File: config.mk
export PLATFORM = sky130hd
export DESIGN_NAME = mpfc_merge
export DESIGN_NICKNAME = d
export VERILOG_FILES = /design/src/mpfc_pkg.sv /design/src/mpfc_merge.sv
export SDC_FILE = /design/constraint.sdc
export NUM_CORES = 1
export LEC_CHECK = 0
export BUFFER_PORTS_ARGS = -buffer_cell sky130_fd_sc_hd__buf_2
export CAP_MARGIN = 20
export CORE_ASPECT_RATIO = 1.2
export CORE_MARGIN = 10
export CORE_UTILIZATION = 40
export CTS_BUF_LIST = sky130_fd_sc_hd__clkbuf_16
export CTS_CLUSTER_SIZE = 10
export DETAILED_ROUTE_END_ITERATION = 8
export GPL_ROUTABILITY_DRIVEN = 1
export PLACE_DENSITY = 0.76
export SYNTH_ARGS = -nofsm -noshare
export SYNTH_HDL_FRONTEND = slang
export SYNTH_SLANG_ARGS = --single-unit
File: constraint.sdc
create_clock -name i_clk -period 5.1 [get_ports i_clk]
set_input_delay 0.51 -clock i_clk [delete_from_list [all_inputs] [get_ports i_clk]]
set_output_delay 0.51 -clock i_clk [all_outputs]
set_load 0.05 [all_outputs]
File: src/mpfc_pkg.sv
package mpfc_pkg;

    // Field and register widths.
    localparam int WORD_W  = 32;
    localparam int TB_W    = 3;
    localparam int IDX_W   = 3;
    localparam int PROD_W  = 2 * WORD_W;

    // Channel lanes: red, green, blue, alpha.
    localparam int NUM_LANES = 4;

    // One quotient bit per divider stage.
    localparam int DIV_STEPS = WORD_W;

    // Lane latency: field register, product register, divider, channel register.
    localparam int LANE_LAT = DIV_STEPS + 3;

    // Default destination depth in bits.
    localparam int DEST_DEPTH_DEF = 32;

    typedef logic [WORD_W-1:0] t_word;
    typedef logic [TB_W-1:0]   t_tbytes;
    typedef logic [IDX_W-1:0]  t_idx;

    // Configuration register indexes.
    localparam t_idx REG_SRC_RED   = 3'd0;
    localparam t_idx REG_SRC_GREEN = 3'd1;
    localparam t_idx REG_SRC_BLUE  = 3'd2;
    localparam t_idx REG_SRC_ALPHA = 3'd3;
    localparam t_idx REG_TEXEL_B   = 3'd4;
    localparam t_idx REG_DST_RED   = 3'd5;
    localparam t_idx REG_DST_GREEN = 3'd6;
    localparam t_idx REG_DST_BLUE  = 3'd7;

    // Standard 8-bit channel masks.
    localparam t_word MASK_B0 = 32'h0000_00ff;
    localparam t_word MASK_B1 = 32'h0000_ff00;
    localparam t_word MASK_B2 = 32'h00ff_0000;
    localparam t_word MASK_B3 = 32'hff00_0000;

    // Texel size that the fast path needs.
    localparam t_tbytes FULL_TEXEL_BYTES = 3'd4;

    // Path selection, derived from the configuration.
    typedef struct packed {
        logic fast;   // four-byte 8-bit pass-through
        logic keep;   // pass unchanged rather than swap bytes 0 and 2
    } t_path;

    // Position of the lowest set bit; 31 for an empty mask.
    function automatic logic [4:0] f_low_bit(input t_word m);
        logic [4:0] s;
        s = 5'd31;
        for (int i = WORD_W - 1; i >= 0; i--) begin
            if (m[i]) begin
                s = 5'(i);
            end
        end
        return s;
    endfunction

    // All-ones mask of the destination depth.
    function automatic t_word f_depth_mask(input int depth);
        logic [PROD_W-1:0] m;
        m = (PROD_W'(1) << depth) - PROD_W'(1);
        return (depth >= WORD_W) ? '1 : m[WORD_W-1:0];
    endfunction

endpackage

File: src/mpfc_merge.sv
module mpfc_merge
    import mpfc_pkg::*;
#(
    parameter int DEST_DEPTH = DEST_DEPTH_DEF
) (
    input  logic  i_clk,
    input  logic  i_rst_n,
    input  logic  i_vld,
    input  t_word i_chan [NUM_LANES],
    input  t_word i_texel,
    input  t_path i_path,
    output logic  o_en,
    output logic  o_valid,
    input  logic  i_ready,
    output t_word o_data
);

    localparam t_word DEPTH_MASK = f_depth_mask(DEST_DEPTH);

    t_word pixel;
    t_word ored;
    t_word fast_val;
    logic  take;
    logic  pop;
    t_word r_out;
    logic  r_out_vld;
    t_word r_skid;
    logic  r_skid_vld;

    // Combine the lanes, or pick the pass-through value.
    always_comb begin
        ored = '0;
        for (int i = 0; i < NUM_LANES; i++) begin
            ored = ored | i_chan[i];
        end
        fast_val = i_path.keep ? i_texel
                               : {i_texel[31:24], i_texel[7:0], i_texel[15:8], i_texel[23:16]};
        pixel = i_path.fast ? fast_val : (ored & DEPTH_MASK);
    end

    // The pipeline moves only while the skid register is empty.
    assign o_en = !r_skid_vld;
    assign take = o_en && i_vld;
    assign pop  = !r_out_vld || i_ready;

    // Output register with a skid register behind it.
    always_ff @(posedge i_clk) begin
        if (!i_rst_n) begin
            r_out_vld  <= 1'b0;
            r_skid_vld <= 1'b0;
        end else if (pop) begin
            if (r_skid_vld) begin
                r_out_vld  <= 1'b1;
                r_skid_vld <= 1'b0;
            end else begin
                r_out_vld  <= take;
            end
        end else if (take) begin
            r_skid_vld <= 1'b1;
        end
    end

    always_ff @(posedge i_clk) begin
        if (pop) begin
            r_out <= r_skid_vld ? r_skid : pixel;
        end else if (take) begin
            r_skid <= pixel;
        end
    end

    assign o_valid = r_out_vld;
    assign o_data  = r_out;

endmodule

### Yosys cells after proc, flatten, opt, wreduce, memory -nomap -nowiden

Cells that the tools add are included.

* output and inout port bits: 34
* register bits: 66
* bits of input ports: 166

* bitwise gates (word level): 5
* reduce and logical (&&, ||, !) cells: 6
* mux-type cells: 4

Operators with widths (count)
* $or A32 B32 Y32: 3
* $mux W32: 2
* $mux W24: 1
* $logic_not A1 Y1: 2
* $not A1 Y1: 2
* $reduce_and A2 Y1: 1
* $reduce_or A2 Y1: 1
* $logic_and A1 B1 Y1: 1
* $logic_or A1 B1 Y1: 1
* $mux W1: 1

### Longest topological paths before layout

Gate-level depths: netlist of run 1.

* depth after elaboration: 5
* mapped depth: 5

### Worst setup path before layout of run 1

No wires, ideal clock.

* path type: reg2reg
* from: reg r_out_vld, in the netlist o_valid
* to: reg r_skid[0] (enable)
* setup slack: 0.653 ns
* arrival: 3.979 ns
* cell stages (with the launch flop): 3
* period minus slack after synthesis: 4.447 ns
* required time: 4.632 ns
* cell sequence: dfxtp_1 nand2b_1 nor3b_1

* cells in the longest elaborated chain, start to end: 4

Ends and longest elaborated chain
* start: declaration: line mpfc_merge.sv:26 `logic r_out_vld;`
* start signal: assignment: line mpfc_merge.sv:56 `r_out_vld <= take;`
* $logic_not A1 Y1: line mpfc_merge.sv:44 `assign pop = !r_out_vld || i_ready;`
* $logic_or A1 B1 Y1: line mpfc_merge.sv:44
* via pop: line mpfc_merge.sv:24 `logic pop;`
* $not A1 Y1 (no line)
* $reduce_and A2 Y1 (no line)
* end signal: assignment: line mpfc_merge.sv:67 `r_skid <= pixel;`
* end: declaration: line mpfc_merge.sv:27 `t_word r_skid;`

The timed path passes the listed nets, and every way through them passes these cells.
A chain may end at the register's enable or synchronous reset.

### Worst setup path after layout of run 1

* from: reg r_skid_vld
* to: out o_en

* cells in the longest elaborated chain, start to end: 1

Ends and longest elaborated chain
* start: declaration: line mpfc_merge.sv:28 `logic r_skid_vld;`
* start signal: assignment: line mpfc_merge.sv:50 `r_skid_vld <= 1'b0;`
* start signal: assignment: line mpfc_merge.sv:54 `r_skid_vld <= 1'b0;`
* start signal: assignment: line mpfc_merge.sv:59 `r_skid_vld <= 1'b1;`
* $logic_not A1 Y1: line mpfc_merge.sv:42 `assign o_en = !r_skid_vld;`
* end: declaration: line mpfc_merge.sv:12 `output logic o_en,`

No other way between the ends.

==> flow_summary.json, run 1 <==
{
  "final_common_cell": "buf_2",
  "holdCritPathClass": "primary input to flip-flop",
  "period_share": 0.506,
  "met2_usage": 0.271,
  "clockRootBuffer": "clkbuf_16",
  "cts_buffer_depth": 2,
  "post-route-min-period_ps": 2580,
  "hold_viol_final": 0,
  "nFillCells": 677,
  "finClkSkew_ps": 7.42,
  "antennaDiodeCount": 0,
  "synth_mux_area_frac": 0.106,
  "htreeDepth": 3,
  "clk_latency_ps": 320,
  "arrival_ps": 2070,
  "clk_pin_slew_worst_paths_ps": 50,
  "finalPower_w": 0.00147,
  "cts_setup_buffers": 0,
  "cts_tree": "done",
  "hpwl_um": 7700,
  "final-seq-area_mm2": 0.00196,
  "antenna_found_initial": 0,
  "drc": 0,
  "slowest_stage": "clkinv_1",
  "io_pins": 200,
  "num_vias": 2799,
  "die_x_um": 102,
  "p_sw_frac": 0.252,
  "via_per_inst": 5.15,
  "slew_headroom": 0.403,
  "status": "completed",
  "worstSetupStartpointType": "flip-flop",
  "setup_tns_ps": 0,
  "end_kind": "primary output",
  "max_freq_ghz": 0.388,
  "postSynthNetCount": 417,
  "rows": 35,
  "synth_cell_types": 23,
  "worstMarginPinSlew_ps": 895,
  "stdcell_area_mm2": 0.00453,
  "wl_per_cell_um": 17.4,
  "synth_xor_xnor_area_share": 0,
  "avgSynthCellArea_um2": 12.8,
  "synth_compound_area_frac": 0.108,
  "yosysWarnings": 0,
  "synthCells": 251,
  "drive_gt1_frac": 0.531,
  "met3_usage": 0.0594,
  "internal-power_w": 0.00110,
  "grt_overflow": 0,
  "multi_input_area_mm2": 0.00115,
  "power_leakage_nw": 1.93,
  "pwr-share-comb": 0.176,
  "cts_sinks": 66,
  "yosys.area_share.simple": 0.140,
  "syn_area_mm2": 0.00322,
  "busiest_layer": "met2",
  "die_h_um": 118,
  "path_cells": "clkinv_1 > buf_4 > buf_2",
  "ant_nets": 0,
  "post-route-util": 0.585,
  "cts_resized": 0,
  "met1_usage": 0.147,
  "setup_violations": 0,
  "grtUsageTotal": 0.149,
  "start_util": 0.415,
  "postPlaceCellArea_mm2": 0.00425,
  "power_density_mw_per_mm2": 324,
  "maxCapViolCount": 0,
  "holdBufCountCts": 0,
  "area_delta_synth_final_pct": 40.8,
  "required_ps": 4590,
  "cts_buffers": 9,
  "worst-path-max-fanout": 25,
  "drt-total-wl_um": 9460,
  "slew_viol_final": 0,
  "power.switching_w": 0.000371,
  "grt_max_degree": 50,
  "worst-setup-path-type": "flip-flop to primary output",
  "grt_pass1_wl_um": 14400,
  "firstDrtPassIters": 4,
  "synth-seq-area-share": 0.609,
  "ir_drop_uv": 158,
  "core_area_mm2": 0.00775,
  "clkPwrFrac": 0.387,
  "drtIter0Drc": 82,
  "io_buffers": 199,
  "synth_fa_ha_area_frac": 0,
  "synth_top_family_by_area": "simple AND/OR/NAND/NOR gates",
  "rsz0062_at_grt": "false",
  "crit_path_max_incr_delay_ps": 630,
  "gp_congestion": 0.789,
  "ys_ff_latch": 66,
  "postLayoutSetupSlackWorst_ps": 2520,
  "die_area_mm2": 0.0121,
  "grt_pass1_vias": 3196,
  "pre_cts_ws_ps": 2700,
  "num-nets-final": 613,
  "final_cell_mix": "buf_2, edfxtp_1, nor2_1",
  "pwr-share-seq": 0.437
}
==> sequential cells by signal (all words and copies together), names as in the netlist <==
signal / flops
r_skid: 32
o_data: 32
o_valid: 1
r_skid_vld: 1
==> worst paths after layout <==
kind,start,end,slack [ps],cells past startpoint
min reg2reg,r_skid[15],o_data[15],550,1
max reg2reg,r_skid_vld,o_data[2],3030,3
max,r_skid_vld,o_en,2520,3
min,i_rst_n,r_skid_vld,470,2
==> critical path, delay by kind of cell, from the launching register on <==
kind | cells | cell delay (ps)
DFF | 1 | 380
buffers and inverters | 3 | 1350
==> cell families after synthesis <==
group	count (synthesis)
AND/OR/NAND/NOR	85
AO/OA/AOI/OAI	49
multiplexers	32
flip-flops	66
buffers and inverters	19
==> routing by layer <==
metal  vias to the layer above  wire (µm)
met5                         -          0
met4                         0         74
met3                         6       1050
met2                       145       4860
met1                      1253       3490
li1                       1395          -
==> final cells by class <==
type | count | share of cell area
multi-input cells | 166 | 0.253
clock buffers | 9 | 0.0497
repair buffers | 203 | 0.226
clock inverters | 7 | 0.0121
well taps | 92 | 0.0254
flip-flops and latches | 66 | 0.433
inverters | 1 | 0.000828
==> power groups by stage <==
stage	combinational, W	clock, W	sequential (W)
CTS	0.000261	0.000581	0.000642
floorplan	0.0000773	0	0.000736
detailed placement	0.000261	0	0.000653
finish	0.000259	0.000569	0.000642
global route	0.000280	0.000606	0.000644
global placement	0.000254	0	0.000652
==> cell usage after synthesis <==
master	instances	area share
clkbuf_2	1	0.0016
dfxtp_1	2	0.012
a21oi_1	16	0.025
clkbuf_1	3	0.0035
edfxtp_1	64	0.60
nand3_1	16	0.025
o221a_2	7	0.024
or2_1	1	0.0019
buf_4	1	0.0023
buf_2	9	0.014
o21ai_0	16	0.025
nor2_1	17	0.020
a21boi_0	1	0.0023
nor4_1	16	0.031
nor3b_1	2	0.0047
mux2i_1	16	0.050
or4_1	16	0.037
o221a_1	9	0.031
buf_6	4	0.014
nand2b_1	1	0.0019
inv_1	1	0.0012
mux2_2	16	0.056
nand2_1	16	0.019
==> metrics by stage <==
stage               std cells  hold slack [ps]
CTS                       544              456
floorplan                 251              525
detailed placement        528              538
global placement          528              528
global route              544              476
finish                    544              466
(Power assumes the default switching activity.)
==> run 2: changes to the inputs <==
Clock period 5.1 ns to 2.45 ns, I/O delays scaled along.
==> flow_summary.json, run 2 (synthesis results as in run 1) <==
{
  "crit_path_max_incr_delay_ps": 650,
  "cts_buffer_depth": 2,
  "post-route-min-period_ps": 2010,
  "io_buffers": 199,
  "worstSetupStartpointType": "flip-flop",
  "htreeDepth": 3,
  "num-nets-final": 613,
  "ant_nets": 0,
  "grt_pass1_vias": 3090,
  "finClkSkew_ps": 6.19,
  "status": "completed",
  "end_kind": "primary output",
  "rows": 35,
  "stdcell_area_mm2": 0.00457,
  "period_share": 0.819,
  "cts_tree": "done",
  "via_per_inst": 5.17,
  "clkPwrFrac": 0.411,
  "num_vias": 2812,
  "cts_setup_buffers": 0,
  "whs_path_depth": 2,
  "grt_overflow": 0,
  "maxCapViolCount": 0,
  "slowest_stage": "inv_2",
  "die_area_mm2": 0.0121,
  "hpwl_um": 7640,
  "power_density_mw_per_mm2": 696,
  "holdBufCountCts": 0,
  "wl_per_cell_um": 17.7,
  "clk_pin_slew_worst_paths_ps": 50,
  "clockRootBuffer": "clkbuf_16",
  "pwr-share-seq": 0.419,
  "drtIter0Drc": 101,
  "worst-setup-path-type": "flip-flop to primary output",
  "gp_congestion": 0.734,
  "drive_gt1_frac": 0.540,
  "area_delta_synth_final_pct": 42.1,
  "cts_buffers": 9,
  "postPlaceCellArea_mm2": 0.00427,
  "arrival_ps": 1760,
  "ir_drop_uv": 322,
  "grtUsageTotal": 0.151,
  "dpl.cell_count": 528,
  "power_leakage_nw": 1.93,
  "drt-total-wl_um": 9620,
  "die_h_um": 118,
  "firstDrtPassIters": 4,
  "path_cells": "inv_2 > buf_2",
  "cts_resized": 0,
  "p_sw_frac": 0.247,
  "internal-power_w": 0.00240,
  "max_freq_ghz": 0.499,
  "power.switching_w": 0.000785,
  "worstMarginPinSlew_ps": 885,
  "worst-path-max-fanout": 49,
  "io_pins": 200,
  "drc": 0,
  "pwr-share-comb": 0.170,
  "grt_max_degree": 50,
  "core_area_mm2": 0.00775,
  "hold_slack_ps": 187,
  "stdcell_count": 544,
  "antennaDiodeCount": 0,
  "clk_latency_ps": 320,
  "cts_sinks": 66,
  "setup_tns_ps": 0,
  "die_x_um": 102,
  "slew_viol_final": 0,
  "grt_pass1_wl_um": 14400,
  "rsz0062_at_grt": "false",
  "antenna_found_initial": 0,
  "holdCritPathClass": "primary input to flip-flop",
  "setup_violations": 0,
  "final_common_cell": "buf_2",
  "start_util": 0.415,
  "final_cell_mix": "buf_2, edfxtp_1, nor2_1",
  "finalPower_w": 0.00318,
  "slew_headroom": 0.410,
  "hold_viol_final": 0,
  "required_ps": 2200,
  "reg2reg_depth": 2
}
-- run 2: path summary, 6_finish.rpt --
path / slack, ps / from / end
worst min register to register: 550 / r_skid[15] / o_data[15]
worst max-delay path: 440 / r_skid_vld / o_en
worst max register to register: 740 / r_skid_vld / o_data[27]
worst min-delay path: 190 / i_rst_n / o_valid
-- run 2: critical path: cells and delay by family (launching register included) --
family,cells,cell delay (ps)
flip-flops,1,360
buffers and inverters,2,1060
-- run 2: routing by layer --
layer | global-route usage | wire [µm] | vias up
met3 | 0.0740 | 1110 | 13
li1 | - | - | 1397
met2 | 0.275 | 4980 | 139
met5 | 0 | 0 | -
met4 | 0.0539 | 144 | 0
met1 | 0.141 | 3390 | 1263
-- run 2: cell type report --
| type | instances | area (µm²) |
|---|---|---|
| fill | 659 | 3180 |
| sequential | 66 | 1960 |
| multi-input combinational | 166 | 1160 |
| timing repair buffer | 203 | 1030 |
| clock buffer | 9 | 225 |
| tap | 92 | 115 |
| clock inverter | 7 | 83.8 |
| inverter | 1 | 3.75 |
-- run 2: power groups by stage --
| stage | combinational (W) | clock [W] | sequential [W] |
|---|---|---|---|
| 5_1_grt | 0.000583 | 0.00139 | 0.00134 |
| 2_1_floorplan | 0.000163 | 0 | 0.00153 |
| 4_1_cts | 0.000547 | 0.00133 | 0.00134 |
| 3_5_place_dp | 0.000546 | 0 | 0.00136 |
| 3_3_place_gp | 0.000530 | 0 | 0.00136 |
| 6_report | 0.000541 | 0.00131 | 0.00134 |
-- run 2: stage by stage --
stage               worst slack (ps)   util
floorplan                       93.3      -
global placement                 676  0.550
detailed placement               624  0.550
CTS                              434  0.590
global route                     330  0.590
finish                           444  0.590
==> run 3: changes to the inputs <==
Clock period 2.45 ns to 1.9 ns, I/O delays scaled along.
==> flow_summary.json, run 3 (synthesis results as in run 1) <==
{
  "internal-power_w": 0.00296,
  "htreeDepth": 3,
  "arrival_ps": 1410,
  "io_pins": 200,
  "drt-total-wl_um": 9620,
  "drtIter0Drc": 74,
  "crit_path_max_incr_delay_ps": 350,
  "worst-setup-path-type": "flip-flop to primary output",
  "crit_buf_inv": 3,
  "worstMarginPinSlew_ps": 583,
  "pwr-share-seq": 0.437,
  "grt_overflow": 0,
  "cts_setup_buffers": 0,
  "hold_viol_final": 0,
  "p_sw_frac": 0.250,
  "pwr-share-comb": 0.179,
  "power.switching_w": 0.000988,
  "slew_headroom": 0.612,
  "max_freq_ghz": 0.627,
  "core_area_mm2": 0.00775,
  "clk_pin_slew_worst_paths_ps": 50,
  "hpwl_um": 7710,
  "required_ps": 1710,
  "grt_pass1_vias": 3146,
  "rsz0062_at_grt": "false",
  "holdBufCountCts": 0,
  "path_cells": "inv_2 > buf_4 > buf_2",
  "die_area_mm2": 0.0121,
  "slew_viol_final": 0,
  "ant_nets": 0,
  "worst-path-max-fanout": 34,
  "maxCapViolCount": 0,
  "clockRootBuffer": "clkbuf_16",
  "status": "completed",
  "power_density_mw_per_mm2": 859,
  "antennaDiodeCount": 0,
  "drive_gt1_frac": 0.540,
  "hold_slack_ps": 119,
  "holdCritPathClass": "primary input to flip-flop",
  "worstSetupStartpointType": "flip-flop",
  "end_kind": "primary output",
  "die_x_um": 102,
  "ir_drop_uv": 454,
  "slowest_stage": "dfxtp_1",
  "firstDrtPassIters": 4,
  "grt_pass1_wl_um": 15100,
  "cp_top_family": "buffers and inverters",
  "die_h_um": 118,
  "cts_resized": 0,
  "cts_tree": "done",
  "via_per_inst": 5.18,
  "start_util": 0.415,
  "postPlaceCellArea_mm2": 0.00432,
  "setup_violations": 0,
  "io_buffers": 199,
  "power_leakage_nw": 1.94,
  "pre_cts_ws_ps": 474,
  "finClkSkew_ps": 4.29,
  "wl_per_cell_um": 17.6,
  "final_cell_mix": "buf_2, edfxtp_1, nor2_1",
  "clkPwrFrac": 0.384,
  "num_vias": 2827,
  "gp_congestion": 0.758,
  "finalPower_w": 0.00394,
  "antenna_found_initial": 0,
  "area_delta_synth_final_pct": 42.7,
  "clk_latency_ps": 320,
  "setup_tns_ps": 0,
  "cts_buffers": 9,
  "rows": 35,
  "num-nets-final": 616,
  "postLayoutSetupSlackWorst_ps": 305,
  "grt_max_degree": 51,
  "cts_sinks": 66,
  "period_share": 0.840,
  "final_common_cell": "buf_2",
  "stdcell_area_mm2": 0.00459,
  "cts_buffer_depth": 2,
  "post-route-min-period_ps": 1600,
  "grtUsageTotal": 0.155,
  "drc": 0
}
-- run 3: changes by cell type in the layout (fill, tap and decap cells not counted) --
cell / previous run / this run
bufinv_16: 2 / 1
dfxtp_1: 2 / 1
inv_1: 0 / 2
dfxtp_4: 0 / 1
clkinv_2: 4 / 2
buf_4: 4 / 5
buf_12: 0 / 2
-- run 3: worst reg2reg max path, delay by kind of cell (launching register included) --
family / cells / cell delay, ps
AO/OA/AOI/OAI: 1 / 340
AND/OR/NAND/NOR: 1 / 470
flip-flops: 1 / 350
-- run 3: layer usage --
layer | wire (µm) | vias up | GRT usage
met5 | 0 | - | 0
met3 | 1210 | 8 | 0.0723
li1 | - | 1399 | -
met2 | 4960 | 132 | 0.284
met1 | 3360 | 1288 | 0.146
met4 | 95 | 0 | 0.0504
-- run 3: final timing paths --
check | start | end | slack [ps] | depth (start not counted)
worst max-delay path | r_skid_vld | o_en | 300 | 3
worst min-delay path | i_rst_n | o_valid | 120 | 2
worst max register to register | r_skid_vld | o_data[1] | 490 | 2
worst min register to register | r_skid[13] | o_data[13] | 550 | 1
-- run 3: final cells by class --
type / count / area [µm²]
Clock inverter: 6 / 51.3
Inverter: 1 / 3.75
Multi-Input combinational cell: 166 / 1160
Tap cell: 92 / 115
Timing Repair Buffer: 206 / 1070
Fill cell: 653 / 3160
Sequential cell: 66 / 1970
Clock buffer: 9 / 225
-- run 3: power groups by stage --
stage	clock network [W]	logic (W)	registers, W
2_1_floorplan	0	0.000210	0.00198
3_3_place_gp	0	0.000695	0.00175
3_5_place_dp	0	0.000714	0.00175
4_1_cts	0.00156	0.000715	0.00172
5_1_grt	0.00162	0.000765	0.00173
6_report	0.00152	0.000706	0.00172
-- run 3: through the flow --
step                      cells  utilization
after floorplan             251            -
after global placement      531        0.557
after detailed placement    531        0.557
after CTS                   546        0.593
after global routing        546        0.593
final                       546        0.593
